$ cat config.mk
export PLATFORM = sky130hd
export DESIGN_NAME = buck_state_feedback_integral_controller_core
export DESIGN_NICKNAME = d
export VERILOG_FILES = /design/src/rtl/bsfic_pkg.sv /design/src/rtl/bsfic_shift_mac.sv /design/src/rtl/buck_state_feedback_integral_controller_core.sv
export SDC_FILE = /design/constraint.sdc
export NUM_CORES = 2
export LEC_CHECK = 0
export BUFFER_PORTS_ARGS = -buffer_cell sky130_fd_sc_hd__buf_4
export CAP_MARGIN = 0
export CORE_MARGIN = 4
export CORE_UTILIZATION = 40
export CTS_BUF_LIST = sky130_fd_sc_hd__clkbuf_4
export DETAILED_ROUTE_END_ITERATION = 16
export PLACE_DENSITY_LB_ADDON = 0.3
export SLEW_MARGIN = 5
export SYNTH_ARGS = -nofsm -noshare
export SYNTH_HDL_FRONTEND = slang
export SYNTH_HIERARCHICAL = 1
export SYNTH_SLANG_ARGS = --single-unit
$ cat constraint.sdc
create_clock -name i_clk -period 9.7 [get_ports i_clk]
set_clock_uncertainty 0.2 [all_clocks]
set_input_delay 1.94 -clock i_clk [delete_from_list [all_inputs] [get_ports i_clk]]
set_output_delay 1.94 -clock i_clk [all_outputs]
set_load 0.05 [all_outputs]
$ cat src/rtl/bsfic_pkg.sv
// shared types and constants for the buck state feedback integral controller
// no dependencies; imported by bsfic_shift_mac and the top level
`timescale 1ns / 1ps

package bsfic_pkg;

    localparam int GAIN_W  = 32;
    localparam int ACC_W   = 80;
    localparam int INTEG_W = 48;
    localparam int ERR_W   = 17;
    localparam int CNT_W   = 6;

    // register indexes on the configuration port
    localparam logic [1:0] REG_GAIN_CUR = 2'd0;
    localparam logic [1:0] REG_GAIN_VLT = 2'd1;
    localparam logic [1:0] REG_GAIN_INT = 2'd2;
    localparam logic [1:0] REG_PERIOD   = 2'd3;

    localparam logic [31:0] GAIN_CUR_RST = 32'h0000_0529;
    localparam logic [31:0] GAIN_VLT_RST = 32'hFFFF_EBDC;
    localparam logic [31:0] GAIN_INT_RST = 32'hFFFB_5E44;
    localparam logic [31:0] PERIOD_RST   = 32'h0000_A7C6;

    // request kinds
    localparam logic [1:0] REQ_RUN    = 2'd0;
    localparam logic [1:0] REQ_PRESET = 2'd1;
    localparam logic [1:0] REQ_CLEAR  = 2'd2;

    typedef struct packed {
        logic               load;
        logic               clr;
        logic               step;
        logic               neg_last;
        logic [GAIN_W-1:0]  mpr;
        logic [ACC_W-1:0]   mcd;
    } t_mac_cmd;

endpackage

$ cat src/rtl/bsfic_shift_mac.sv
// serial-parallel multiply accumulate: one multiplier bit per cycle while step is set, lsb first
// depends on bsfic_pkg
`timescale 1ns / 1ps

module bsfic_shift_mac
    import bsfic_pkg::*;
(
    input  logic             i_clk,
    input  t_mac_cmd         i_cmd,
    output logic [ACC_W-1:0] o_acc
);

    logic [GAIN_W-1:0] r_mpr;
    logic [ACC_W-1:0]  r_mcd;
    logic [ACC_W-1:0]  r_acc;
    logic [ACC_W-1:0]  addend;
    logic [ACC_W-1:0]  n_acc;

    assign addend = r_mpr[0] ? r_mcd : '0;
    // the top bit of a signed multiplier carries negative weight
    assign n_acc  = i_cmd.neg_last ? (r_acc - addend) : (r_acc + addend);

    always_ff @(posedge i_clk) begin
        if (i_cmd.load) begin
            r_mpr <= i_cmd.mpr;
            r_mcd <= i_cmd.mcd;
        end else if (i_cmd.step) begin
            r_mpr <= r_mpr >> 1;
            r_mcd <= r_mcd << 1;
        end
        if (i_cmd.load && i_cmd.clr) begin
            r_acc <= '0;
        end else if (i_cmd.step) begin
            r_acc <= n_acc;
        end
    end

    assign o_acc = r_acc;

endmodule

$ cat src/rtl/buck_state_feedback_integral_controller_core.sv
// buck converter duty controller, state feedback with trapezoidal integral action
// depends on bsfic_pkg and bsfic_shift_mac
`timescale 1ns / 1ps

// One request is worked on at a time; the input is ready again as soon as the
// result has moved to the output register. All products go through one
// bit-serial multiply accumulate unit and both divisions through one
// restoring divider. A preset whose quotient would overflow the integrator
// skips the second division; a preset that would divide by zero, a clear and
// an unused request code go straight to the result.
// Gains and sample period are to be written through the APB port while the
// block is idle; the block itself does not enforce this.

module buck_state_feedback_integral_controller_core
    import bsfic_pkg::*;
(
    input  logic        i_clk,
    input  logic        i_rst_n,
    input  logic        i_s_tvalid,
    output logic        o_s_tready,
    // inductor_current, output_voltage, reference_voltage, dc_output_voltage,
    // input_voltage, zero pad
    input  logic [79:0] i_s_tdata,
    // req_type
    input  logic [1:0]  i_s_tuser,
    output logic        o_m_tvalid,
    input  logic        i_m_tready,
    // duty, zero pad
    output logic [23:0] o_m_tdata,
    // clamped, fault
    output logic [1:0]  o_m_tuser,
    input  logic        i_psel,
    input  logic        i_penable,
    input  logic        i_pwrite,
    input  logic [3:0]  i_paddr,
    input  logic [31:0] i_pwdata,
    output logic [31:0] o_prdata,
    output logic        o_pready
);

    localparam logic [3:0] ST_IDLE  = 4'd0;
    localparam logic [3:0] ST_R_INC = 4'd1;
    localparam logic [3:0] ST_R_ACC = 4'd2;
    localparam logic [3:0] ST_R_KI  = 4'd3;
    localparam logic [3:0] ST_R_KV  = 4'd4;
    localparam logic [3:0] ST_R_KE  = 4'd5;
    localparam logic [3:0] ST_R_FIN = 4'd6;
    localparam logic [3:0] ST_P_RAT = 4'd7;
    localparam logic [3:0] ST_P_KI  = 4'd8;
    localparam logic [3:0] ST_P_KV  = 4'd9;
    localparam logic [3:0] ST_P_NUM = 4'd10;
    localparam logic [3:0] ST_P_CHK = 4'd11;
    localparam logic [3:0] ST_P_DIV = 4'd12;
    localparam logic [3:0] ST_P_FIN = 4'd13;
    localparam logic [3:0] ST_WB    = 4'd14;

    localparam logic [CNT_W-1:0] MUL_LAST = CNT_W'(GAIN_W - 1);
    localparam logic [CNT_W-1:0] DIV_LAST = CNT_W'(46);

    logic [3:0]         r_state, n_state;
    logic [CNT_W-1:0]   r_cnt, n_cnt;
    logic [31:0]        r_gi, r_gv, r_ge, r_sp;
    logic [INTEG_W-1:0] r_ei, n_ei;
    logic [ERR_W-1:0]   r_prev, n_prev;
    logic [ERR_W-1:0]   r_ev, n_ev;
    logic [15:0]        r_cur, n_cur;
    logic [15:0]        r_vlt, n_vlt;
    logic               r_nsg, n_nsg;
    logic               r_neg, n_neg;
    logic [32:0]        r_rem, n_rem;
    logic [46:0]        r_dvd, n_dvd;
    logic [31:0]        r_dvs, n_dvs;
    logic [49:0]        r_num, n_num;
    logic [16:0]        r_res_duty, n_res_duty;
    logic               r_res_clp, n_res_clp;
    logic               r_res_flt, n_res_flt;
    logic               r_m_valid;
    logic [16:0]        r_m_duty;
    logic               r_m_clp;
    logic               r_m_flt;

    t_mac_cmd           mac_cmd;
    logic [ACC_W-1:0]   w_acc;

    logic               in_acc;
    logic               out_load;
    logic               cfg_wr;

    logic [1:0]         in_req;
    logic [15:0]        in_cur, in_vo, in_ref, in_vdc;
    logic [14:0]        in_vin;

    logic [32:0]        rem_sh;
    logic               dv_ge;
    logic [32:0]        rem_nx;

    assign in_req = i_s_tuser;
    assign in_cur = i_s_tdata[15:0];
    assign in_vo  = i_s_tdata[31:16];
    assign in_ref = i_s_tdata[47:32];
    assign in_vdc = i_s_tdata[63:48];
    assign in_vin = i_s_tdata[78:64];

    assign o_s_tready = (r_state == ST_IDLE);
    assign in_acc     = i_s_tvalid && o_s_tready;
    assign out_load   = (r_state == ST_WB) && (!r_m_valid || i_m_tready);

    // restoring divider step
    assign rem_sh = {r_rem[31:0], r_dvd[46]};
    assign dv_ge  = (rem_sh >= {1'b0, r_dvs});
    assign rem_nx = dv_ge ? (rem_sh - {1'b0, r_dvs}) : rem_sh;

    bsfic_shift_mac u_mac (
        .i_clk (i_clk),
        .i_cmd (mac_cmd),
        .o_acc (w_acc)
    );

    always_comb begin
        logic [ERR_W-1:0]  ev;
        logic [ERR_W:0]    esum;
        logic [15:0]       vmag;
        logic [40:0]       inc;
        logic [48:0]       isum;
        logic [55:0]       t;
        logic [56:0]       u;
        logic              big;
        logic [49:0]       rat;
        logic              nneg;
        logic [49:0]       nabs;
        logic [31:0]       kmag;
        logic              ovf;
        logic [47:0]       mag;

        ev   = {in_ref[15], in_ref} - {in_vo[15], in_vo};
        esum = {ev[ERR_W-1], ev} + {r_prev[ERR_W-1], r_prev};
        vmag = in_vdc[15] ? (16'd0 - in_vdc) : in_vdc;
        inc  = w_acc[49:9];
        isum = {r_ei[47], r_ei} + {{8{inc[40]}}, inc};
        t    = w_acc[79:24];
        u    = 57'd0 - {t[55], t};
        big  = !u[56] && (u[55:0] > 56'd16777216);
        rat  = r_nsg ? (50'd0 - {10'd0, r_dvd[39:0]}) : {10'd0, r_dvd[39:0]};
        nneg = r_num[49];
        nabs = nneg ? (50'd0 - r_num) : r_num;
        kmag = r_ge[31] ? (32'd0 - r_ge) : r_ge;
        ovf  = ({7'd0, nabs[47:0]} >= {kmag, 23'd0});
        mag  = {1'b0, r_dvd};

        n_state    = r_state;
        n_cnt      = r_cnt;
        n_ei       = r_ei;
        n_prev     = r_prev;
        n_ev       = r_ev;
        n_cur      = r_cur;
        n_vlt      = r_vlt;
        n_nsg      = r_nsg;
        n_neg      = r_neg;
        n_rem      = r_rem;
        n_dvd      = r_dvd;
        n_dvs      = r_dvs;
        n_num      = r_num;
        n_res_duty = r_res_duty;
        n_res_clp  = r_res_clp;
        n_res_flt  = r_res_flt;
        mac_cmd    = '0;

        unique case (r_state)
            ST_IDLE: begin
                if (in_acc) begin
                    n_res_duty = '0;
                    n_res_clp  = 1'b0;
                    n_res_flt  = 1'b0;
                    n_cnt      = '0;
                    n_state    = ST_WB;
                    case (in_req)
                        REQ_RUN: begin
                            n_ev         = ev;
                            n_cur        = in_cur;
                            n_vlt        = in_vo;
                            mac_cmd.load = 1'b1;
                            mac_cmd.clr  = 1'b1;
                            mac_cmd.mpr  = r_sp;
                            mac_cmd.mcd  = {{(ACC_W-ERR_W-1){esum[ERR_W]}}, esum};
                            n_state      = ST_R_INC;
                        end
                        REQ_PRESET: begin
                            n_prev = '0;
                            if (in_vin == 15'd0 || r_ge == 32'd0) begin
                                n_ei      = '0;
                                n_res_flt = 1'b1;
                            end else begin
                                n_cur   = in_cur;
                                n_vlt   = in_vdc;
                                n_nsg   = in_vdc[15];
                                n_rem   = '0;
                                n_dvd   = {7'd0, vmag, 24'd0};
                                n_dvs   = {17'd0, in_vin};
                                n_state = ST_P_RAT;
                            end
                        end
                        REQ_CLEAR: begin
                            n_ei   = '0;
                            n_prev = '0;
                        end
                        default: begin
                            // unused code leaves the state alone
                            n_state = ST_WB;
                        end
                    endcase
                end
            end
            ST_R_INC: begin
                mac_cmd.step = 1'b1;
                n_cnt        = r_cnt + 1'b1;
                if (r_cnt == MUL_LAST) begin
                    n_state = ST_R_ACC;
                end
            end
            ST_R_ACC: begin
                if (isum[48] != isum[47]) begin
                    n_ei = isum[48] ? {1'b1, 47'd0} : {1'b0, {47{1'b1}}};
                end else begin
                    n_ei = isum[47:0];
                end
                n_prev       = r_ev;
                mac_cmd.load = 1'b1;
                mac_cmd.clr  = 1'b1;
                mac_cmd.mpr  = r_gi;
                mac_cmd.mcd  = {{40{r_cur[15]}}, r_cur, 24'd0};
                n_cnt        = '0;
                n_state      = ST_R_KI;
            end
            ST_R_KI, ST_R_KV, ST_R_KE, ST_P_KI, ST_P_KV: begin
                mac_cmd.step     = 1'b1;
                mac_cmd.neg_last = (r_cnt == MUL_LAST);
                n_cnt            = r_cnt + 1'b1;
                if (r_cnt == MUL_LAST) begin
                    n_cnt = '0;
                    case (r_state)
                        ST_R_KI: begin
                            mac_cmd.load = 1'b1;
                            mac_cmd.mpr  = r_gv;
                            mac_cmd.mcd  = {{40{r_vlt[15]}}, r_vlt, 24'd0};
                            n_state      = ST_R_KV;
                        end
                        ST_R_KV: begin
                            mac_cmd.load = 1'b1;
                            mac_cmd.mpr  = r_ge;
                            mac_cmd.mcd  = {{(ACC_W-INTEG_W){r_ei[47]}}, r_ei};
                            n_state      = ST_R_KE;
                        end
                        ST_P_KI: begin
                            mac_cmd.load = 1'b1;
                            mac_cmd.mpr  = r_gv;
                            mac_cmd.mcd  = {{64{r_vlt[15]}}, r_vlt};
                            n_state      = ST_P_KV;
                        end
                        ST_P_KV: begin
                            n_state = ST_P_NUM;
                        end
                        default: begin
                            n_state = ST_R_FIN;
                        end
                    endcase
                end
            end
            ST_R_FIN: begin
                if (big) begin
                    n_res_duty = 17'h10000;
                    n_res_clp  = 1'b1;
                end else if (u[56]) begin
                    n_res_duty = '0;
                    n_res_clp  = 1'b1;
                end else begin
                    n_res_duty = u[24:8];
                    n_res_clp  = 1'b0;
                end
                n_res_flt = 1'b0;
                n_state   = ST_WB;
            end
            ST_P_RAT, ST_P_DIV: begin
                n_rem = rem_nx;
                n_dvd = {r_dvd[45:0], dv_ge};
                n_cnt = r_cnt + 1'b1;
                if (r_cnt == DIV_LAST) begin
                    n_cnt = '0;
                    if (r_state == ST_P_RAT) begin
                        mac_cmd.load = 1'b1;
                        mac_cmd.clr  = 1'b1;
                        mac_cmd.mpr  = r_gi;
                        mac_cmd.mcd  = {{64{r_cur[15]}}, r_cur};
                        n_state      = ST_P_KI;
                    end else begin
                        n_state = ST_P_FIN;
                    end
                end
            end
            ST_P_NUM: begin
                n_num   = (50'd0 - w_acc[49:0]) - rat;
                n_state = ST_P_CHK;
            end
            ST_P_CHK: begin
                n_neg = nneg ^ r_ge[31];
                if (ovf) begin
                    // quotient beyond the integrator range
                    n_ei    = (nneg ^ r_ge[31]) ? {1'b1, 47'd0} : {1'b0, {47{1'b1}}};
                    n_state = ST_WB;
                end else begin
                    n_rem   = {8'd0, nabs[47:23]};
                    n_dvd   = {nabs[22:0], 24'd0};
                    n_dvs   = kmag;
                    n_cnt   = '0;
                    n_state = ST_P_DIV;
                end
            end
            ST_P_FIN: begin
                n_ei    = r_neg ? (48'd0 - mag) : mag;
                n_state = ST_WB;
            end
            ST_WB: begin
                if (out_load) begin
                    n_state = ST_IDLE;
                end
            end
            default: begin
                n_state = ST_IDLE;
            end
        endcase
    end

    always_ff @(posedge i_clk) begin
        if (!i_rst_n) begin
            r_state   <= ST_IDLE;
            r_cnt     <= '0;
            r_ei      <= '0;
            r_prev    <= '0;
            r_m_valid <= 1'b0;
        end else begin
            r_state <= n_state;
            r_cnt   <= n_cnt;
            r_ei    <= n_ei;
            r_prev  <= n_prev;
            if (out_load) begin
                r_m_valid <= 1'b1;
            end else if (i_m_tready) begin
                r_m_valid <= 1'b0;
            end
        end
    end

    always_ff @(posedge i_clk) begin
        r_ev       <= n_ev;
        r_cur      <= n_cur;
        r_vlt      <= n_vlt;
        r_nsg      <= n_nsg;
        r_neg      <= n_neg;
        r_rem      <= n_rem;
        r_dvd      <= n_dvd;
        r_dvs      <= n_dvs;
        r_num      <= n_num;
        r_res_duty <= n_res_duty;
        r_res_clp  <= n_res_clp;
        r_res_flt  <= n_res_flt;
        if (out_load) begin
            r_m_duty <= r_res_duty;
            r_m_clp  <= r_res_clp;
            r_m_flt  <= r_res_flt;
        end
    end

    assign o_m_tvalid = r_m_valid;
    assign o_m_tdata  = {7'd0, r_m_duty};
    assign o_m_tuser  = {r_m_flt, r_m_clp};

    // configuration registers
    assign cfg_wr   = i_psel && i_penable && i_pwrite;
    assign o_pready = 1'b1;

    always_ff @(posedge i_clk) begin
        if (!i_rst_n) begin
            r_gi <= GAIN_CUR_RST;
            r_gv <= GAIN_VLT_RST;
            r_ge <= GAIN_INT_RST;
            r_sp <= PERIOD_RST;
        end else if (cfg_wr) begin
            unique case (i_paddr[3:2])
                REG_GAIN_CUR: r_gi <= i_pwdata;
                REG_GAIN_VLT: r_gv <= i_pwdata;
                REG_GAIN_INT: r_ge <= i_pwdata;
                REG_PERIOD:   r_sp <= i_pwdata;
                default:      r_sp <= r_sp;
            endcase
        end
    end

    always_comb begin
        unique case (i_paddr[3:2])
            REG_GAIN_CUR: o_prdata = r_gi;
            REG_GAIN_VLT: o_prdata = r_gv;
            REG_GAIN_INT: o_prdata = r_ge;
            REG_PERIOD:   o_prdata = r_sp;
            default:      o_prdata = '0;
        endcase
    end

endmodule

# --- Word level (Yosys, flattened, before mapping) ---
# Index checks and enable logic that the tools add are counted.
# W data, S select, Z words.
totals:
  in_bits: 125
  ff_bits: 646
  output_inout_bits: 61
  word_cells: 216
classes:
  bitwise: 2
  magnitude_cmp: 3
  muxes: 90
  reduce_logical: 44
  add_sub_neg: 15
  n_eq_ne: 35
op_table:
  columns: ["operator", "n"]
  rows:
  - ["$mux W112", 5]
  - ["$pmux W112 S4", 1]
  - ["$mux W32", 12]
  - ["$mux W48", 8]
  - ["$pmux W112 S3", 1]
  - ["$mux W80", 4]
  - ["$pmux W48 S4", 1]
  - ["$mux W47", 4]
  - ["$pmux W47 S3", 1]
  - ["$pmux W32 S4", 1]
  - ["$pmux W32 S3", 1]
  - ["$pmux W48 S2", 1]
  - ["$mux W17", 5]
  - ["$add A80 B80 Y80", 1]
  - ["$sub A80 B80 Y80", 1]
  - ["$pmux W17 S2", 2]
  - ["$pmux W16 S2", 2]
  - ["$pmux W32 S2", 1]
  - ["$sub A1 B56 Y57 const A", 1]
  - ["$gt A56 B25 Y1 const B", 1]
  - ["$ge A48 B55 Y1", 1]
  - ["$mux W50", 1]
  - ["$sub A1 B50 Y50 const A", 1]
  - ["$sub A50 B50 Y50", 1]
  - ["other kinds (58)", 131]

# --- Depth between registers and ports, before layout ---
depth:
  depth_word: 6
  ltp_mapped: 29
  ltp_nobuf: 24

# --- Modules after synthesis ---
# The synthesis kept the hierarchy.
by_module_without_submodules:
  columns: ["module", "area_per_inst_um2", "n_inst", "seq_area_each_um2", "cells_per_inst"]
  rows:
  - ["buck_state_feedback_integral_controller_core", 33599.7, 1, 11561.1, 3939]
  - ["bsfic_shift_mac", 14680.3, 1, 4964.8, 1704]

# --- Worst setup path after synthesis ---
# Ideal clock, no wire load.
synth_timing:
  path_kind: "register to register"
  start: "reg r_num[5]"
  end: "reg r_dvd[0], enable pin"
  setup_ns: 0.543
  period_less_slack_ns: 9.067
  path_slack_ns: 0.633
  stages_incl_launch_ff: 19
  arrival_time_ns: 8.324
  n_path_buf: 1
  required_ns: 8.957
  cell_sequence: "edfxtp_1 -> or4_1 -> buf_2 -> nor3_1 -> nand3_1 -> or3_1 -> nor3_1 -> nand3_1 -> o31ai_1 -> xnor2_1 -> ha_1 -> a2111oi_0 -> o21ai_0 -> a221o_1 -> a211oi_1 -> o211a_1 -> a211o_1 -> nand2_1 -> a21oi_1"
synth_between:
  elab_chain_len: 5
synth_rtl:
  columns: ["item", "line", "source"]
  rows:
  - ["start, declared", "buck_state_feedback_integral_controller_core.sv:73", "logic [49:0] r_num, n_num;"]
  - ["start signal, assigned", "buck_state_feedback_integral_controller_core.sv:361", "r_num <= n_num;"]
  - ["$sub A1 B48 Y48", "buck_state_feedback_integral_controller_core.sv:145", "nabs = nneg ? (50'd0 - r_num) : r_num;"]
  - ["$mux W48 (*)", "buck_state_feedback_integral_controller_core.sv:145", null]
  - ["$ge A48 B55 Y1 (*)", "buck_state_feedback_integral_controller_core.sv:147", "ovf = ({7'd0, nabs[47:0]} >= {kmag, 23'd0});"]
  - ["$ne A2 B2 Y1 (no source line) (*)", null, null]
  - ["$reduce_and A5 Y1 (no source line) (*)", null, null]
  - ["end signal, assigned", "buck_state_feedback_integral_controller_core.sv:359", "r_dvd <= n_dvd;"]
  - ["end, declared", "buck_state_feedback_integral_controller_core.sv:71", "logic [46:0] r_dvd, n_dvd;"]
# Mark *: on every way between the ends. The rest lies on a longest branch, timed or not.
# A chain may end at the register's enable or synchronous reset.

# --- Worst setup path after layout ---
layout_timing:
  start: "reg r_num[2]"
  end: "reg r_ei[38]"
layout_between:
  elab_chain_len: 5
layout_rtl:
  columns: ["item", "line", "source"]
  rows:
  - ["$sub A1 B48 Y48", "buck_state_feedback_integral_controller_core.sv:145", null]
  - ["$mux W48 (*)", "buck_state_feedback_integral_controller_core.sv:145", null]
  - ["$ge A48 B55 Y1 (*)", "buck_state_feedback_integral_controller_core.sv:147", null]
  - ["$ne A2 B2 Y1 (no source line) (*)", null, null]
  - ["$reduce_and A5 Y1 (no source line) (*)", null, null]
  - ["end signal, assigned", "buck_state_feedback_integral_controller_core.sv:342", "r_ei <= n_ei;"]
  - ["end, declared", "buck_state_feedback_integral_controller_core.sv:63", "logic [INTEG_W-1:0] r_ei, n_ei;"]
# Marked as above.

==> results.json <==
{
  "final_common_cell": "nand2_1",
  "power_leakage_uw": 0.0213,
  "grt_util_all_layers": 0.256,
  "synth_cells": 5643,
  "vias": 44700,
  "place_area_um2": 50900,
  "place_inst": 7160,
  "cts_resized": 0,
  "grt_pass1_wl_um": 252000,
  "ys_types": 103,
  "path_class": "reg2reg",
  "period_minus_slack_ns": 8.27,
  "slew_viol_final": 0,
  "multiInputGateArea_um2": 29800,
  "yosysSeqAreaShare": 0.342,
  "clock_sinks": 645,
  "drive_above_1_share": 0.130,
  "drv_cap": 0,
  "slew_headroom": 0.119,
  "grt_pass1_vias": 41600,
  "area_growth_pct": 10.4,
  "die_y_um": 355,
  "critical_path_required_ns": 10.56,
  "grt-ovfl-total": 0,
  "num_rows": 127,
  "reg2reg_setup_slack_ns": 1.43,
  "synth_seq_cells": 645,
  "critPathCaptureType": "flop",
  "power_uw": 20400,
  "drt-initial-drc-count": 4929,
  "worst_pin_slew_ns": 1.31,
  "vias_per_cell": 5.95,
  "ir_drop_v": 0.000240,
  "clk_latency_ns": 1.23,
  "core_area_um2": 120000,
  "start_kind": "flop",
  "cpLargestDelayFamily": "simple AND/OR/NAND/NOR gates",
  "wire_per_inst_um": 22.3,
  "drtPass1Iterations": 6,
  "clk_pin_slew_worst_paths_ns": 0.06,
  "start_util": 0.403,
  "final_cell_area_um2": 53300,
  "dieArea_um2": 126000,
  "clock_path_buffers": 3,
  "hold_class": "reg2reg",
  "crit_chain": "or4_1 -> nor3_1 -> nand3_1 -> or3_1 -> nor3_1 -> nor2_1 -> xor2_1 -> ha_1 -> nand3_1 -> nor4_1 -> o2111ai_1 -> a2111oi_0 -> nor4bb_1 -> nand4_1 -> a21oi_1 -> o32ai_1 -> and2_1 -> buf_4 -> a221o_1",
  "cp.buffers_inverters": 1,
  "synth-async-reset-ratio": 0,
  "postRouteAntennaNets": 0,
  "clockRootBuffer": "clkbuf_4",
  "setup_violations": 0,
  "outcome": "complete, no violations",
  "worstPathArrival_ns": 9.13,
  "cts_buffers": 180,
  "final_nets": 6185,
  "max_stage_delay_ns": 0.70,
  "nFillCells": 12000,
  "synth-edff-count": 361,
  "rsz0062_at_grt": "false",
  "mostFrequentLayoutCells": "nand2_1 (736), a21oi_1 (444), o21ai_0 (400), nor2_1 (398), edfxtp_1 (361)",
  "htree_levels": 4,
  "fin_crit_sh": 0.852,
  "fin_cells": 7506,
  "ys_warn_count": 6,
  "design.portCount": 186,
  "syn-cell-area_um2": 48300,
  "wirelength_um": 167000,
  "fmax_mhz": 121,
  "power_density_nw_per_um2": 384,
  "avgSynthCellArea_um2": 8.56,
  "hold_violations": 0,
  "dp.final_hpwl_um": 124000,
  "postCtsHoldBufs": 0,
  "io_buffers": 174,
  "crit_slowest_cell": "or4_1",
  "fin_tns_setup_ns": 0,
  "routabilityCongestion": 0.946,
  "chipWidth_um": 355,
  "post_cts_buffers": 0,
  "worst-path-max-fanout": 27,
  "cts_tree": "built",
  "regArea_um2": 16500,
  "ys.flop_type": "edfxtp_1",
  "antenna_found_initial": 24,
  "grt_max_degree": 91,
  "drc": 0
}
==> kinds of logic after synthesis <==
group / share of synthesized area
AOI/OAI and AO/OA: 0.214
xor gates and xnor gates: 0.0793
adders and majority gates: 0.0871
buffers and inverters: 0.0441
DFF: 0.342
muxes: 0.0567
other: 0.000156
and+or+nand+nor: 0.176
==> area by class of cell <==
| cell class | count | share of cell area |
|---|---|---|
| clock inverters | 50 | 0.00533 |
| well taps | 1612 | 0.0378 |
| flip-flops and latches | 645 | 0.310 |
| multi-input cells | 4454 | 0.559 |
| inverters | 214 | 0.0151 |
| clock buffers | 275 | 0.0387 |
| diodes | 21 | 0.000986 |
| repair buffers | 235 | 0.0331 |
==> synthesized netlist by cell type (27+ instances only) <==
master	number	area share
a211oi_1	31	0.0048
a21o_1	118	0.018
a21oi_1	447	0.046
a221o_1	28	0.0058
a22oi_1	131	0.020
a31oi_1	47	0.0061
and3_1	56	0.0073
clkbuf_1	283	0.022
dfxtp_1	284	0.12
edfxtp_1	361	0.22
ha_1	324	0.084
inv_1	213	0.017
mux2_2	109	0.025
mux2i_1	79	0.016
mux4_2	32	0.015
nand2_1	737	0.057
nand2b_1	42	0.0054
nand3_1	169	0.018
nand4_1	62	0.0080
nor2_1	402	0.031
nor2b_1	27	0.0035
nor3_1	93	0.0096
nor4_1	52	0.0067
o211ai_1	64	0.010
o21a_1	36	0.0056
o21ai_0	403	0.042
o21bai_1	42	0.0065
o31ai_1	65	0.010
or3_1	69	0.0089
xnor2_1	191	0.035
xor2_1	246	0.045
==> where the power goes <==
part	internal (µW)	switching (µW)
clock network	1310	1300
logic	4840	7650
registers	4240	1100
==> state kept, by name, indices dropped and copies added, names as in the netlist, 32 cells and up <==
name / count
r_sp: 32
u_mac/r_mpr: 32
r_ge: 32
r_rem: 32
r_gv: 32
u_mac/r_mcd: 80
r_ei: 48
r_dvs: 32
r_dvd: 47
u_mac/o_acc: 80
r_gi: 32
r_num: 49
==> through the flow <==
stage / utilization / worst slack (ns) / hold slack [ns]
floorplan: - / 0.633 / 0.200
global placement: 0.425 / 1.75 / 0.205
detailed placement: 0.425 / 1.63 / 0.205
CTS: 0.444 / 1.64 / 0.215
global route: 0.445 / 1.05 / 0.219
finish: 0.445 / 1.43 / 0.213
==> final timing paths <==
path / from / cells past startpoint / to
setup / recovery: r_num[2] / 19 / r_ei[38]
hold / removal: r_res_duty[10] / 0 / r_m_duty[10]
setup reg to reg: r_num[2] / 19 / r_ei[38]
hold reg to reg: r_res_duty[10] / 0 / r_m_duty[10]
==> layer usage <==
metal | GRT usage | vias to the layer above | part of all wire
met2 | 0.383 | 1978 | 0.43
met3 | 0.0534 | 304 | 0.093
met1 | 0.359 | 21400 | 0.44
met4 | 0.104 | 2 | 0.037
met5 | 0 | - | 0.000078
li1 | - | 21000 | -
(Power assumes the default switching activity.)
